### config.mk
export PLATFORM = sky130hd
export DESIGN_NAME = prl_ram
export DESIGN_NICKNAME = d
export VERILOG_FILES = /design/src/design/prl_ram.sv
export SDC_FILE = /design/constraint.sdc
export NUM_CORES = 1
export LEC_CHECK = 0
export ABC_CLOCK_PERIOD_IN_PS = 1750
export BUFFER_PORTS_ARGS = -buffer_cell sky130_fd_sc_hd__clkbuf_2
export CELL_PAD_IN_SITES_DETAIL_PLACEMENT = 1
export CELL_PAD_IN_SITES_GLOBAL_PLACEMENT = 1
export CORE_MARGIN = 5
export CORE_UTILIZATION = 30
export CTS_BUF_LIST = sky130_fd_sc_hd__clkbuf_4
export CTS_CLUSTER_DIAMETER = 100
export CTS_CLUSTER_SIZE = 16
export DETAILED_ROUTE_END_ITERATION = 12
export PLACE_DENSITY_LB_ADDON = 0.1
export SYNTH_ARGS = -nofsm -noshare
export SYNTH_HDL_FRONTEND = slang
export SYNTH_SLANG_ARGS = --single-unit
### constraint.sdc
create_clock -name clk -period 1.75 [get_ports clk]
set_input_delay 0.0875 -clock clk [delete_from_list [all_inputs] [get_ports clk]]
set_output_delay 0.0875 -clock clk [all_outputs]
set_load 0.01 [all_outputs]
### src/design/prl_ram.sv
// prl_ram: generic single write port, single read port memory
// read data is registered; no reset on the array
// no dependencies
`default_nettype none

module prl_ram #(
  parameter int WIDTH = 8,
  parameter int DEPTH = 16
) (
  input  wire logic                                    clk,
  input  wire logic                                    wr_en,
  input  wire logic [((DEPTH > 1) ? $clog2(DEPTH) : 1)-1:0] wr_addr,
  input  wire logic [WIDTH-1:0]                        wr_data,
  input  wire logic [((DEPTH > 1) ? $clog2(DEPTH) : 1)-1:0] rd_addr,
  output logic      [WIDTH-1:0]                        rd_data
);

  logic [WIDTH-1:0] mem [DEPTH];

  // write port
  always_ff @(posedge clk) begin
    if (wr_en) begin
      mem[wr_addr] <= wr_data;
    end
  end

  // registered read port
  always_ff @(posedge clk) begin
    rd_data <= mem[rd_addr];
  end

endmodule

`default_nettype wire

Word level (Yosys, flattened, before mapping)
Memories as Yosys holds them, arrays and structs flattened. A register that Yosys moved wholly into a read port is not among the register bits.
Cells that the tools add are included.
{"block": "op_classes", "add_sub_neg": 0, "multipliers": 0, "div_mod_pow": 0, "order_cmp": 0, "eq_ne": 0, "shift": 0, "n_mux": 2, "bitwise_logic": 0, "reduce_logical": 0}
{"op": "$mux W1", "count": 2}
{"block": "word_totals", "reg_bits": 0, "latchBits": 0, "ramBits": 128, "rom_bits": 0, "in_bits": 18, "out_inout_bits": 8, "word_cells": 3, "n_memories": 1}
{"memory": "mem", "depth": 16, "word_bits": 8, "read_ports": 1, "rd_clocked_by_memory_dff": 1, "wr": 1, "line": "18", "rtl": "logic [WIDTH-1:0] mem [DEPTH];"}

Logic depth before layout (Yosys ltp)
{"block": "logic_depth", "ltp_word": 2, "mapped_depth": 5, "mapped_depth_nobuf": 3}

Worst setup path after synthesis
No wires, ideal clock.
{"block": "synth_path", "path_type": "in2reg", "start": "in wr_addr[2] (netlist bit)", "end": "mem mem[0][0] (enable)", "arrival_time_ns": 1.197, "path_slack_ns": 0.170, "path_stages": 2, "cell_sequence": "or3b_2 nor3_1"}
{"item": "start, declared", "line": "12", "rtl": "input wire logic [((DEPTH > 1) ? $clog2(DEPTH) : 1)-1:0] wr_addr,"}
{"item": "end, declared", "line": "18"}
No word-level cell before the write port.

==> results by group <==
Global route
  – Number of global-route vias before repair: 2,673
  – First-pass GRT wire length: 16.6 mm
  – Grt total ovfl: 0
  – Gr usage total: 11.9%
  – Largest net degree at the start of global routing: 21
  – Antenna violations before repair: 1

Cells and area
  – Register Area: 4000 um^2
  – Layout net count: 313
  – Multi-input logic area: 1060 um^2
  – Design area: 6100 um^2
  – Fillers: 1,679
  – Layout cells sized above 1: 32.5%
  – Synth-to-Final Area Change: 18.6%

STA
  – Hold WS: 0.129 ns
  – Pins Over Slew Limit: 0
  – # setup viols final: 0
  – Setup TNS Final: 0 ns
  – Max Freq: 0.707 GHz
  – Worst Skew: 0.00853 ns
  – Period utilization: 80.9%
  – Hold Vio Cnt, Final: 0
  – Least-Margin Pin Slew: 0.844 ns
  – Tmin final: 1.41 ns
  – Slew HR: 43.5%
  – RSZ-0062 raised after global routing: false

Synthesis
  – Synth Area in Compound Gates: 2.33%
  – Main combinational cell family by area after synthesis: multiplexers
  – Synth unique cells: 19
  – Asr flop ratio synth: 0%
  – Post-Syn Nets: 247
  – Area share of fa/ha/maj cells after synthesis: 0%
  – Post-synthesis simple-gate area fraction: 3.18%
  – Xor/xnor share of the synthesized area: 0%
  – Post-synth EDFFs: 128
  – Mux contribution to synthesized area: 15.0%
  – Synth Cell Area: 5150 um^2
  – Synth Instances: 229
  – Syn avg cell area: 22.5 um^2
  – Seq/Total Area, Yosys: 77.8%
  – #FFs+latches synth: 136
  – Main synth FF type: edfxtp_1
  – Ys Warns: 0

Clock tree
  – CTS sink cnt: 136
  – CTS root buf: clkbuf_4
  – Setup repair bufs after CTS: 0
  – CTS clk-pin slew, worst paths: 0.12 ns
  – Post_cts resized: 0
  – Clock Latency Late Sink: 0.54 ns
  – Clock buffer depth: 2
  – CTS tree: built
  – CTS buffer count: 17
  – H-tree depth: 4

Floorplan
  – Row count: 47
  – Die area: 19,900 um^2
  – Core Region: 16,700 um^2
  – Top-level port count: 26
  – Die width: 141 um
  – Initial core utilization: 30.8%
  – DIE HEIGHT: 141 um

Min path
  – WHS Path Cells: 3
  – Hold crit path type: in2reg

Power and ir drop
  – Pwr per Cell Area: 1060 nW/um^2
  – Pleak: 2.04 nW
  – Worst vdd ir: 346 uV

Placed design
  – Detail Placement HPWL: 7.27 mm
  – RD Place Congestion: 0.705
  – Post-DP Area: 5670 um^2
  – # port buffers: 25

Route
  – DR DRC count: 0
  – Via count: 2,473
  – Wirelength per Cell: 20.9 um
  – Detail Route Antenna Nets: 0
  – TritonRoute pass-1 iters: 4
  – Final WL: 11.0 mm
  – Vias per inst: 4.67
  – Drt initial violations: 109

Run status
  – Outcome: finished clean

Worst setup path
  – Crit path kind: reg2reg
  – Worst r2r path cells: 3
  – Cell at the slowest stage of the critical path: mux4_1
  – CP max stage delay: 0.51 ns
  – Critical Path Sink Type: register
  – CP Launch Type: register
  – Arrival @ worst endpoint: 1.83 ns
  – WP data required: 2.17 ns
  – Critical path cell sequence: mux4_1 -> a22oi_1 -> nand2_1
  – Max FO, Critical Path: 1

Job
  – Max-cap viol count: 0
-- area by class of cell --
| class | count | share of cell area, % |
|---|---|---|
| diodes | 1 | 0.0410 |
| clock buffers | 17 | 2.09 |
| clock inverters | 15 | 3.71 |
| multi-input cells | 83 | 17.3 |
| flip-flops and latches | 136 | 65.6 |
| well taps | 220 | 4.51 |
| repair buffers | 57 | 6.72 |
-- logic make-up after synthesis --
group | after synthesis
AOI/OAI and AO/OA | 16
DFF | 136
muxes | 32
and+or+nand+nor | 35
buffers and inverters | 10
-- final timing paths --
kind                                  from          to  slack (ns)
worst min-delay path            wr_addr[0]   mem[0][0]        0.13
worst min register to register  mem[12][3]  rd_data[3]        0.69
worst max-delay path             mem[1][0]  rd_data[0]        0.34
worst max register to register   mem[1][0]  rd_data[0]        0.34
-- placed cells by master, fill, tap and decap left out, types with 2 or more instances in the layout --
cell / count
clkinv_2: 2
nand2_1: 9
nor2_1: 13
clkinv_4: 4
buf_12: 2
buf_4: 22
a22oi_1: 16
nand2b_1: 2
mux4_1: 14
dlygate4sd3_1: 8
nand3b_1: 2
clkbuf_2: 25
nor3_1: 4
clkbuf_4: 17
edfxtp_1: 128
dfxtp_1: 8
clkinvlp_4: 3
bufinv_16: 5
mux4_2: 18
-- cells in the mapped netlist, types with 2 or more instances --
library cell | n | area (um^2)
edfxtp_1 | 128 | 3840
clkdlybuf4s25_2 | 3 | 30.0
nand2b_1 | 2 | 12.5
nor3_1 | 4 | 20.0
dfxtp_1 | 8 | 160
mux4_1 | 14 | 368
a22oi_1 | 16 | 120
buf_6 | 3 | 33.8
nand3b_1 | 2 | 15.0
nand2_1 | 9 | 33.8
buf_2 | 3 | 15.0
nor2_1 | 13 | 48.8
mux4_2 | 18 | 405
-- power breakdown --
| part | switching, mW | internal, mW | total, mW |
|---|---|---|---|
| registers | 0.0226 | 3.64 | 3.66 |
| clock network | 1.17 | 1.28 | 2.45 |
| logic | 0.203 | 0.164 | 0.368 |
| total | 1.39 | 5.08 | 6.47 |
-- repair_timing --
action,in CTS,in global routing
setup endpoints to repair,0,0
endpoints found under the hold margin,128,0
hold buffers,8,0
-- through the flow --
step,util [%],power [mW],std cells,setup slack (ns)
after floorplan,-,3.92,229,0.170
after global placement,33.9,4.10,488,0.165
after detailed placement,33.9,4.10,488,0.158
after CTS,36.5,6.58,528,0.277
after global routing,36.5,6.72,529,0.262
final,36.5,6.47,529,0.335
-- state kept, by name, summed over array words and instances (netlist names) --
name / cells
mem: 128
rd_data: 8
-- metal layers --
layer,up-vias,track usage [%],wire [um]
li1,1112,-,-
met1,1293,16.0,5100
met2,54,18.0,5230
met3,14,3.12,481
met4,0,5.66,221
met5,-,0,0
-- worst max-delay path, delay by kind of cell, from the launching register on --
kind             cells  cell delay (ns)
multiplexers         1             0.51
flip-flops           1             0.38
AO/OA/AOI/OAI        1             0.27
AND/OR/NAND/NOR      1             0.14
Note: power is estimated with default switching activity, not from simulation.
